===== src/hdl/iqrmbd_pkg.sv =====
// ----------------------------------------------------------------------------
// iqrmbd_pkg
// Shared widths, constants and register indexes of the quarter-rate mixer and
// boxcar decimator.
// ----------------------------------------------------------------------------
package iqrmbd_pkg;

   localparam int BYTE_W   = 8;
   localparam int SUM_W    = 16;
   localparam int DECIM_W  = 9;
   localparam int COUNT_W  = 8;
   localparam int PHASE_W  = 2;
   localparam int CSR_IDX_W = 1;

   localparam logic [SUM_W-1:0]   MID_CODE    = 16'd127;
   localparam logic [DECIM_W-1:0] DECIM_RESET = 9'd42;
   localparam logic [DECIM_W-1:0] DECIM_MIN   = 9'd1;
   localparam logic [DECIM_W-1:0] DECIM_MAX   = 9'd256;

   // rotation factors 1, j, -1, -j
   localparam logic [PHASE_W-1:0] PHASE_ONE     = 2'd0;
   localparam logic [PHASE_W-1:0] PHASE_J       = 2'd1;
   localparam logic [PHASE_W-1:0] PHASE_NEG_ONE = 2'd2;
   localparam logic [PHASE_W-1:0] PHASE_NEG_J   = 2'd3;

   typedef enum logic [CSR_IDX_W-1:0] {
      CSR_DECIM_FACTOR    = 1'b0,
      CSR_ROTATION_BYPASS = 1'b1
   } csr_index_type;

   typedef logic [BYTE_W-1:0] byte_type;

endpackage


===== src/hdl/iqrmbd_rotator.sv =====
// ----------------------------------------------------------------------------
// iqrmbd_rotator
// Multiplies one offset-binary I/Q byte pair by 1, j, -1 or -j. Negation is
// the byte complement.
// ----------------------------------------------------------------------------
module iqrmbd_rotator
(
   input  logic [iqrmbd_pkg::PHASE_W-1:0] phase,
   input  logic                           bypass,
   input  iqrmbd_pkg::byte_type           raw_i,
   input  iqrmbd_pkg::byte_type           raw_q,
   output iqrmbd_pkg::byte_type           rot_i,
   output iqrmbd_pkg::byte_type           rot_q
);
   import iqrmbd_pkg::*;

   always_comb begin
      rot_i = raw_i;
      rot_q = raw_q;
      if (!bypass) begin
         case (phase)
            PHASE_ONE: begin
               rot_i = raw_i;
               rot_q = raw_q;
            end
            PHASE_J: begin
               rot_i = ~raw_q;
               rot_q = raw_i;
            end
            PHASE_NEG_ONE: begin
               rot_i = ~raw_i;
               rot_q = ~raw_q;
            end
            PHASE_NEG_J: begin
               rot_i = raw_q;
               rot_q = ~raw_i;
            end
            default: begin
               rot_i = raw_i;
               rot_q = raw_q;
            end
         endcase
      end
   end

endmodule


===== src/hdl/iq_quarter_rate_mix_boxcar_decimator.sv =====
// ----------------------------------------------------------------------------
// iq_quarter_rate_mix_boxcar_decimator
// Quarter-rate rotation of raw I/Q bytes followed by a boxcar sum and
// decimation; one sum pair out per decim_factor samples in.
// ----------------------------------------------------------------------------
// Output: the sum pair is registered and appears in the cycle after the sample that closes a block.
// Throughput: one sample per cycle while the input is not stalled; the accumulator adds, count and phase are the loops.
// Input stalls only while a finished sum pair is held and the output stalls.
// Reset (synchronous): accumulators, count and phase cleared, decim_factor 42,
// rotation enabled, output empty.
// ----------------------------------------------------------------------------
module iq_quarter_rate_mix_boxcar_decimator
(
   input  logic                             clock,
   input  logic                             reset,
   input  logic                             req_valid,
   output logic                             req_stall,
   input  logic [iqrmbd_pkg::BYTE_W-1:0]    req_raw_i,
   input  logic [iqrmbd_pkg::BYTE_W-1:0]    req_raw_q,
   output logic                             rsp_valid,
   input  logic                             rsp_stall,
   output logic signed [iqrmbd_pkg::SUM_W-1:0] rsp_sum_i,
   output logic signed [iqrmbd_pkg::SUM_W-1:0] rsp_sum_q,
   input  logic                             csr_write,
   input  logic [iqrmbd_pkg::CSR_IDX_W-1:0] csr_index,
   input  logic [iqrmbd_pkg::DECIM_W-1:0]   csr_wdata
);
   import iqrmbd_pkg::*;

   logic [DECIM_W-1:0] decim_ff, decim_in;
   logic               bypass_ff, bypass_in;
   logic [PHASE_W-1:0] phase_ff, phase_in;
   logic [SUM_W-1:0]   acc_i_ff, acc_i_in;
   logic [SUM_W-1:0]   acc_q_ff, acc_q_in;
   logic [COUNT_W-1:0] count_ff, count_in;
   logic               rsp_valid_ff, rsp_valid_in;
   logic [SUM_W-1:0]   sum_i_ff, sum_i_in;
   logic [SUM_W-1:0]   sum_q_ff, sum_q_in;

   byte_type           rot_i;
   byte_type           rot_q;
   logic               accept;
   logic [SUM_W-1:0]   next_i;
   logic [SUM_W-1:0]   next_q;
   logic [DECIM_W-1:0] done;
   logic               block_end;

   iqrmbd_rotator u_rotator (
      .phase  (phase_ff),
      .bypass (bypass_ff),
      .raw_i  (req_raw_i),
      .raw_q  (req_raw_q),
      .rot_i  (rot_i),
      .rot_q  (rot_q)
   );

   assign req_stall = rsp_valid_ff & rsp_stall;
   assign accept    = req_valid & ~req_stall;

   assign next_i    = acc_i_ff + {{(SUM_W-BYTE_W){1'b0}}, rot_i} - MID_CODE;
   assign next_q    = acc_q_ff + {{(SUM_W-BYTE_W){1'b0}}, rot_q} - MID_CODE;
   assign done      = {1'b0, count_ff} + DECIM_MIN;
   assign block_end = (done >= decim_ff);

   always_comb begin
      decim_in     = decim_ff;
      bypass_in    = bypass_ff;
      phase_in     = phase_ff;
      acc_i_in     = acc_i_ff;
      acc_q_in     = acc_q_ff;
      count_in     = count_ff;
      rsp_valid_in = rsp_valid_ff & rsp_stall;
      sum_i_in     = sum_i_ff;
      sum_q_in     = sum_q_ff;

      // factor is stored already clamped to 1..256
      if (csr_write) begin
         case (csr_index)
            CSR_DECIM_FACTOR: begin
               if (csr_wdata == '0)
                  decim_in = DECIM_MIN;
               else if (csr_wdata > DECIM_MAX)
                  decim_in = DECIM_MAX;
               else
                  decim_in = csr_wdata;
            end
            CSR_ROTATION_BYPASS: bypass_in = csr_wdata[0];
            default: ;
         endcase
      end

      if (accept) begin
         phase_in = phase_ff + 1'b1;
         if (block_end) begin
            acc_i_in     = '0;
            acc_q_in     = '0;
            count_in     = '0;
            rsp_valid_in = 1'b1;
            sum_i_in     = next_i;
            sum_q_in     = next_q;
         end else begin
            acc_i_in = next_i;
            acc_q_in = next_q;
            count_in = done[COUNT_W-1:0];
         end
      end
   end

   always_ff @(posedge clock) begin
      if (reset) begin
         decim_ff     <= DECIM_RESET;
         bypass_ff    <= 1'b0;
         phase_ff     <= PHASE_ONE;
         acc_i_ff     <= '0;
         acc_q_ff     <= '0;
         count_ff     <= '0;
         rsp_valid_ff <= 1'b0;
      end else begin
         decim_ff     <= decim_in;
         bypass_ff    <= bypass_in;
         phase_ff     <= phase_in;
         acc_i_ff     <= acc_i_in;
         acc_q_ff     <= acc_q_in;
         count_ff     <= count_in;
         rsp_valid_ff <= rsp_valid_in;
      end
      sum_i_ff <= sum_i_in;
      sum_q_ff <= sum_q_in;
   end

   assign rsp_valid = rsp_valid_ff;
   assign rsp_sum_i = sum_i_ff;
   assign rsp_sum_q = sum_q_ff;

endmodule

===== config.mk =====
export PLATFORM = sky130hd
export DESIGN_NAME = iq_quarter_rate_mix_boxcar_decimator
export DESIGN_NICKNAME = d
export VERILOG_FILES = /design/src/hdl/iqrmbd_pkg.sv /design/src/hdl/iqrmbd_rotator.sv /design/src/hdl/iq_quarter_rate_mix_boxcar_decimator.sv
export SDC_FILE = /design/constraint.sdc
export NUM_CORES = 1
export LEC_CHECK = 0
export ABC_AREA = 1
export BUFFER_PORTS_ARGS = -buffer_cell sky130_fd_sc_hd__buf_2
export CAP_MARGIN = 30
export CORE_AREA = 2 2 100 102
export CTS_CLUSTER_DIAMETER = 40
export CTS_CLUSTER_SIZE = 14
export DETAILED_ROUTE_END_ITERATION = 10
export DIE_AREA = 0 0 102 104
export GPL_ROUTABILITY_DRIVEN = 0
export PLACE_DENSITY_LB_ADDON = 0.15
export SLEW_MARGIN = 25
export SYNTH_ARGS = -nofsm -noshare
export SYNTH_HDL_FRONTEND = slang
export SYNTH_HIERARCHICAL = 1
export SYNTH_SLANG_ARGS = --single-unit

===== constraint.sdc =====
create_clock -name clock -period 4.6 [get_ports clock]
set_input_delay 0.69 -clock clock [delete_from_list [all_inputs] [get_ports clock]]
set_output_delay 0.69 -clock clock [all_outputs]
set_load 0.01 [all_outputs]

== Word-level counts from Yosys, hierarchy flattened ==
Index checks and enable logic that the tools add are counted.
Widths: inputs -> output; s select.
Word-level totals
  logic and storage cells: 42
  output and inout bits: 34
  input bits: 31
  register bits: 85
Cells by class
  reductions and logical operators: 5
  add/subtract/negate cells: 6
  order comparisons: 2
  mux-type cells: 11
  bitwise operators: 6
  equal/unequal tests: 3
Operator list (count)
  $pmux 8 s4: 2
  $add 16x8->16: 2
  $mux 16: 2
  $sub 16x7->16 const B: 2
  $mux 8: 3
  $mux 9: 2
  $not 8->8: 2
  $add 8x1->9 const B: 1
  $ge 9x9->1: 1
  $gt 9x9->1 const B: 1
  $logic_not 9->1: 1
  $reduce_and 2->1: 3
  $eq 2x2->1 const B: 2
  $add 2x1->2 const B: 1
  $and 1x1->1: 2
  $eq 2x1->1 const B: 1
  $logic_not 2->1: 1
  $mux 1: 2
  $not 1->1: 2

== Depth between registers and ports, before layout ==
Gate-level depths: netlist (run 1).
  depth in word-level cells: 6
  gate-level depth with buffers: 22
  depth with buffers taken out: 21

== Modules after synthesis ==
The synthesis (run 1) kept the hierarchy.
Modules (own cells, without submodules)
  iq_quarter_rate_mix_boxcar_decimator: times used 1, cells an instance 711, area each 5286.3 um^2
  iqrmbd_rotator: times used 1, cells an instance 166, area each 734.5 um^2

== Worst setup path before layout (run 1) ==
OpenSTA, ideal clock, no wires.
  kind: register -> register
  start: register count_ff[0]
  end: register sum_i_ff[0], in the netlist rsp_sum_i[0], enable pin
  buffers on the path: 0
  cell stages (with the launch flop): 13
  setup time: 0.387 ns
  arrival: 2.399 ns
  setup slack: 1.814 ns
  period minus slack after synthesis: 2.786 ns
  cell sequence: dfxtp_1 ha_1 nand3_1 nand3b_1 xor2_1 inv_1 ha_1 nand2_1 nor2_1 nand3b_1 nand4_2 nand2_1 inv_1
On the way
  cells in the longest elaborated chain, start to end: 3
RTL lines
  start: declaration: RTL line iq_quarter_rate_mix_boxcar_decimator.sv:35  | logic [COUNT_W-1:0] count_ff, count_in;
  start signal: assignment: RTL line iq_quarter_rate_mix_boxcar_decimator.sv:124  | count_ff <= count_in;
  $add 8x1->9: RTL line iq_quarter_rate_mix_boxcar_decimator.sv:62  | assign done = {1'b0, count_ff} + DECIM_MIN;
  $ge 9x9->1: RTL line iq_quarter_rate_mix_boxcar_decimator.sv:63  | assign block_end = (done >= decim_ff);
  $reduce_and 2->1 (no line)
  end signal: assignment: RTL line iq_quarter_rate_mix_boxcar_decimator.sv:127  | sum_i_ff <= sum_i_in;
  end: declaration: RTL line iq_quarter_rate_mix_boxcar_decimator.sv:37  | logic [SUM_W-1:0] sum_i_ff, sum_i_in;
No other way between the ends.
A chain may end at the register's enable or synchronous reset.

== Worst setup path in the final report (run 1) ==
  start: register count_ff[0]
  end: register sum_q_ff[14], in the netlist rsp_sum_q[14], enable pin
On the way
  cells in the longest elaborated chain, start to end: 3
RTL lines
  $add 8x1->9: RTL line iq_quarter_rate_mix_boxcar_decimator.sv:62
  $ge 9x9->1: RTL line iq_quarter_rate_mix_boxcar_decimator.sv:63
  $reduce_and 2->1 (no line)
  end signal: assignment: RTL line iq_quarter_rate_mix_boxcar_decimator.sv:128  | sum_q_ff <= sum_q_in;
  end: declaration: RTL line iq_quarter_rate_mix_boxcar_decimator.sv:38  | logic [SUM_W-1:0] sum_q_ff, sum_q_in;
No other way between the ends.

==> results of run 1 <==
synth_stat cells (2+ instances only):
| master | number | share of area, % |
|---|---|---|
| a21oi_1 | 57 | 4.7 |
| a21oi_2 | 12 | 1.7 |
| buf_2 | 3 | 0.25 |
| buf_4 | 4 | 0.50 |
| buf_6 | 8 | 1.5 |
| clkbuf_1 | 10 | 0.62 |
| dfxtp_1 | 53 | 18 |
| edfxtp_1 | 32 | 16 |
| fa_1 | 2 | 0.67 |
| ha_1 | 54 | 11 |
| inv_1 | 139 | 8.7 |
| inv_2 | 2 | 0.12 |
| nand2_1 | 328 | 20 |
| nand2_2 | 14 | 1.5 |
| nand3_1 | 67 | 5.6 |
| nand3b_1 | 2 | 0.25 |
| nand4_1 | 4 | 0.42 |
| nor2_1 | 43 | 2.7 |
| nor3_1 | 5 | 0.42 |
| o21ai_0 | 4 | 0.33 |
| or2_0 | 2 | 0.21 |
| xnor2_1 | 3 | 0.44 |
| xor2_1 | 20 | 2.9 |
worst max-delay path, cell delays in order (launching register included):
cell and delay [ns]:
dfxtp_1 0.42, ha_1 0.22, nand3_1 0.14, nand3b_1 0.24, xor2_1 0.15, inv_1 0.08
ha_1 0.31, nand2_1 0.06, nor2_1 0.13, nand3b_1 0.11, nand4_2 0.16, nand2_1 0.10
inv_1 0.42, buf_4 0.42
cells by family (layout without fill, tap and decap cells):
| logic type | after synthesis | after routing |
|---|---|---|
| simple gates | 469 | 469 |
| xor+xnor | 23 | 23 |
| compound gates | 77 | 77 |
| buf+inv | 167 | 227 |
| flops | 85 | 85 |
| fa+ha+maj | 56 | 56 |
flip-flops by register name (all words and copies together), names as in the netlist, 2 cells and up:
register / count
rsp_sum_i: 16
decim_ff: 9
count_ff: 8
rsp_sum_q: 16
acc_q_ff: 16
phase_ff: 2
acc_i_ff: 16
metal layers:
layer | global-route usage [%] | part of all wire [%]
met1 | 35.2 | 43
met2 | 48.2 | 49
met3 | 3.83 | 5.0
met4 | 12.1 | 2.4
met5 | 0 | 0
cell type report:
class,count,area share (%)
clock buffers,14,2.81
clock inverters,2,0.209
inverters,142,8.13
multi-input cells,625,49.9
flip-flops and latches,85,30.7
well taps,133,2.53
repair buffers,69,5.71
worst max path at each step:
stage | startpoint | to | slack [ns] | depth (start not counted)
floorplan | count_ff[0] | rsp_sum_i[0] | 1.81 | 12
global placement | phase_ff[0] | acc_q_ff[15] | 1.37 | 18
detailed placement | phase_ff[0] | acc_i_ff[13] | 1.22 | 18
CTS | phase_ff[0] | acc_i_ff[13] | 1.19 | 18
global route | count_ff[0] | acc_q_ff[1] | 1.08 | 14
finish | count_ff[0] | rsp_sum_q[14] | 1.31 | 13
per-stage QoR:
stage	std cells	instance area [µm²]	total power [mW]
after floorplan	877	6020	2.61
after global placement	1052	6360	2.92
after detailed placement	1052	6360	3.01
after CTS	1068	6560	3.57
after global routing	1070	6590	3.93
final	1070	6590	3.59
power by group through the flow:
stage               logic (mW)  clock network (mW)  registers [mW]
floorplan                 1.56                   0            1.06
global placement          1.84                   0            1.08
detailed placement        1.93                   0            1.08
CTS                       1.96               0.546            1.07
global route              2.28               0.580            1.08
finish                    1.98               0.542            1.06
==> flow_summary.json, run 1 <==
{
  "portBuffers": 64,
  "grt_max_degree": 52,
  "clk_pin_slew_ns": 0.08,
  "drc": 0,
  "switching_share_pct": 45.4,
  "p_leak_nw": 3.52,
  "synth_compound_area_share_pct": 7.34,
  "vdd_drop_max_v": 0.000355,
  "place_hpwl_um": 10300,
  "setup_slack_ns": 1.31,
  "syn_inst": 877,
  "pwr-share-comb_pct": 55.2,
  "power.clock.fraction_pct": 15.1,
  "ctsHtreeMaxLevel": 3,
  "final_util_pct": 69.0,
  "routed_wirelength_um": 14300,
  "seq_area_um2": 2020,
  "cts_setup_buffers": 0,
  "area_delta_synth_final_pct": 9.46,
  "fp.coreArea_um2": 9550,
  "max_freq_mhz": 304,
  "hold_end": "decim_ff[4]",
  "ant_nets": 0,
  "status": "finished clean",
  "synth_top_family_by_area": "simple AND/OR/NAND/NOR gates",
  "synthArstFlopShare_pct": 0,
  "cts_inserted_buffers": 9,
  "fp.dieH_um": 104,
  "post-place-ws_ns": 1.22,
  "endpoint_kind": "flop",
  "layout_common_cells": "328 x nand2_1, 139 x inv_1, 67 x nand3_1",
  "period_share_pct": 71.4,
  "synth_edf_count": 32,
  "p_int_mw": 1.96,
  "final_common_cell": "nand2_1",
  "reg2regPathDepth": 13,
  "cp_max_fo": 21,
  "worstReg2RegStart": "count_ff[0]",
  "routedWlPerCell_um": 13.3,
  "ctsHoldBuffers": 0,
  "skew_ns": 0.0172,
  "vias_per_cell": 5.28,
  "synthMuxAreaShare_pct": 0,
  "nets": 1019,
  "cts_resized": 0,
  "power.density_nw_per_um2": 544,
  "synth-simple-area-share_pct": 32.1,
  "drt_iter0_drc": 256,
  "cts_tree": "done",
  "cp-start-kind": "flop",
  "num_vias": 5647,
  "critPathKind": "flop to flop",
  "clockRootBuffer": "clkbuf_8",
  "ys_ff_latch": 85,
  "rr_endpoint": "rsp_sum_q[14]",
  "synth-xor-area-share_pct": 3.35,
  "initial_utilization_pct": 63.1,
  "cts.path.max_buffers": 2,
  "tightest_slew_ns": 0.833,
  "clock_latency_ns": 0.37,
  "synthFlopType": "dfxtp_1",
  "dieArea_um2": 10600,
  "yosys_warnings": 6,
  "grt_pass1_vias": 5594,
  "r2r_slack_ns": 1.31,
  "setup_viol": 0,
  "cp_data_arrival_time_ns": 3.32,
  "layout-drive-gt1-share_pct": 12.2,
  "whs_ns": 0.469,
  "rows": 36,
  "firstDrtPassIters": 6,
  "hold_class": "flop to flop",
  "worstPathRequired_ns": 4.63,
  "overflow": 0,
  "cts.sinks": 85,
  "grtUsageTotal_pct": 28.2,
  "antenna_cells": 0,
  "slew_headroom_pct": 44.3,
  "synth_adder_area_share_pct": 11.9,
  "fillers": 834,
  "multi_input_area_um2": 3290,
  "hold_path_depth": 2,
  "rsz0062_at_grt": "no",
  "hp-start": "decim_ff[4]",
  "power.switching_mw": 1.63,
  "setup-tns-final_ns": 0,
  "syn_avg_cell_area_um2": 6.87,
  "die_w_um": 102,
  "seq_area_frac_synth_pct": 33.6,
  "final-max-slew-violation-count": 0,
  "hold_viol_final": 0,
  "fin_crit_ns": 3.29,
  "seq_power_share_pct": 29.7,
  "antenna_found_initial": 0,
  "num_io_pins": 65,
  "synth_nets": 964,
  "grt_pass1_wl_um": 24300,
  "drv_cap": 0,
  "synth_area_um2": 6020,
  "yosys.cell_types.count": 32
}
Note: power is estimated with default switching activity, not from simulation.
==> run 2, diff against run 1 <==
Settings changed: CORE_AREA 2 2 100 102 to 2 2 104 106, DIE_AREA 0 0 102 104 to 0 0 106 108.
Clock period 4.6 ns to 3.15 ns, I/O delays scaled along.
==> run 2 against run 1 <==
  * Cell count is 0.75% higher
  * Critical path depth is 2 higher
  * Register-to-register slack worse by 0.99 ns
  * Via count down 2.2%
  * Sequential power up 46%
  * Routed wire length decreased by 5.1%
  * Utilization shrank 4.5 points
  * Critical endpoint is now acc_q_ff[9]
==> flow_summary.json, run 2 (synthesized netlist as in run 1, its figures left out) <==
{
  "status": "finished clean",
  "antenna_found_initial": 0,
  "fp.coreArea_um2": 10200,
  "setup_viol": 0,
  "ctsHtreeMaxLevel": 3,
  "grt_max_degree": 28,
  "pwr-share-comb_pct": 55.4,
  "reg2regPathDepth": 15,
  "final_cells": 1078,
  "period_share_pct": 89.8,
  "hold_class": "primary input to flop",
  "p_int_mw": 2.80,
  "cts.sinks": 85,
  "tightest_slew_ns": 0.619,
  "firstDrtPassIters": 6,
  "initial_utilization_pct": 58.8,
  "cts.path.max_buffers": 2,
  "rr_endpoint": "acc_q_ff[9]",
  "cts_inserted_buffers": 9,
  "endpoint_kind": "flop",
  "critPathKind": "flop to flop",
  "area_delta_synth_final_pct": 9.60,
  "seq_power_share_pct": 30.1,
  "die_w_um": 106,
  "drv_cap": 0,
  "routed_wirelength_um": 13500,
  "worstReg2RegStart": "phase_ff[0]",
  "routedWlPerCell_um": 12.6,
  "ant_nets": 0,
  "switching_share_pct": 45.5,
  "hold_viol_final": 0,
  "rows": 37,
  "worstPathRequired_ns": 3.45,
  "clock_latency_ns": 0.37,
  "slew_headroom_pct": 58.7,
  "dp_cells": 1062,
  "cp-start-kind": "flop",
  "layout-drive-gt1-share_pct": 12.8,
  "rsz0062_at_grt": "no",
  "layout_common_cells": "328 x nand2_1, 139 x inv_1, 67 x nand3_1",
  "num_io_pins": 65,
  "clockRootBuffer": "clkbuf_8",
  "place_hpwl_um": 10200,
  "drc": 0,
  "clk_pin_slew_ns": 0.08,
  "overflow": 0,
  "drt_iter0_drc": 266,
  "max_freq_mhz": 354,
  "power_mw": 5.15,
  "vdd_drop_max_v": 0.000502,
  "portBuffers": 64,
  "final_common_cell": "nand2_1",
  "power.clock.fraction_pct": 14.4,
  "power.density_nw_per_um2": 780,
  "p_leak_nw": 3.53,
  "grtUsageTotal_pct": 24.5,
  "final-max-slew-violation-count": 0,
  "nets": 1024,
  "skew_ns": 0.0118,
  "grt_pass1_vias": 4973,
  "cts_resized": 0,
  "fin_crit_ns": 2.83,
  "cp_max_fo": 11,
  "fp.dieH_um": 108,
  "cp_data_arrival_time_ns": 3.13,
  "crit_path_end": "acc_q_ff[9]",
  "fillers": 933,
  "power.switching_mw": 2.34,
  "ctsHoldBuffers": 0,
  "grt_pass1_wl_um": 22500,
  "num_vias": 5524,
  "dieArea_um2": 11400,
  "critical_path.startpoint": "phase_ff[0]",
  "whs_ns": 0.327,
  "vias_per_cell": 5.12,
  "cts_tree": "done",
  "r2r_slack_ns": 0.32,
  "cts_setup_buffers": 0,
  "antenna_cells": 0,
  "setup-tns-final_ns": 0
}
run 2: layout make-up:
cell class | instances | area, µm² | area share, %
clock buffers | 11 | 151 | 2.29
clock inverters | 5 | 33.8 | 0.512
inverters | 142 | 536 | 8.12
multi-input cells | 625 | 3290 | 49.9
flip-flops and latches | 85 | 2020 | 30.6
well taps | 136 | 170 | 2.58
repair buffers | 74 | 395 | 5.99
run 2: power by group through the flow:
stage | combinational, mW | clock (mW) | sequential [mW]
after floorplan | 2.27 | 0 | 1.55
after global placement | 2.74 | 0 | 1.57
after detailed placement | 2.80 | 0 | 1.58
after CTS | 2.83 | 0.764 | 1.55
after global routing | 3.29 | 0.801 | 1.57
final | 2.85 | 0.744 | 1.55
run 2: worst min path at each step:
stage,end,depth (start not counted),from
6_report,bypass_ff,2,csr_write
5_1_grt,bypass_ff,2,csr_write
4_1_cts,bypass_ff,2,csr_write
2_1_floorplan,acc_q_ff[0],2,acc_q_ff[0]
3_5_place_dp,decim_ff[6],2,decim_ff[6]
3_3_place_gp,acc_q_ff[0],2,acc_q_ff[0]
run 2: worst max-delay path, cell delays in order, from the launching register on:
cell and delay (ns):
dfxtp_1 0.46, buf_4 0.22, nand2_1 0.08, nand2_1 0.07
nand2_1 0.04, nand3_1 0.06, nand2_1 0.07, ha_1 0.28
ha_1 0.24, fa_1 0.43, nand2_1 0.12, a21oi_2 0.09
a21oi_1 0.22, xor2_1 0.21, nand2_1 0.07, a21oi_1 0.12
run 2: per-layer routing:
layer | GRT usage [%] | vias to the layer above | part of all wire (%)
met1 | 31.4 | 2517 | 46
met3 | 3.56 | 11 | 4.4
met5 | 0 | - | 0
met2 | 43.4 | 137 | 48
li1 | - | 2859 | -
met4 | 7.05 | 0 | 1.2
run 2: stage by stage:
stage | utilization (%) | instance area (µm²) | setup WS (ns)
2_1_floorplan | - | 6020 | 0.364
3_3_place_gp | 62.7 | 6410 | 0.471
3_5_place_dp | 62.7 | 6410 | 0.376
4_1_cts | 64.5 | 6600 | 0.355
5_1_grt | 64.5 | 6600 | 0.0656
6_report | 64.5 | 6600 | 0.321
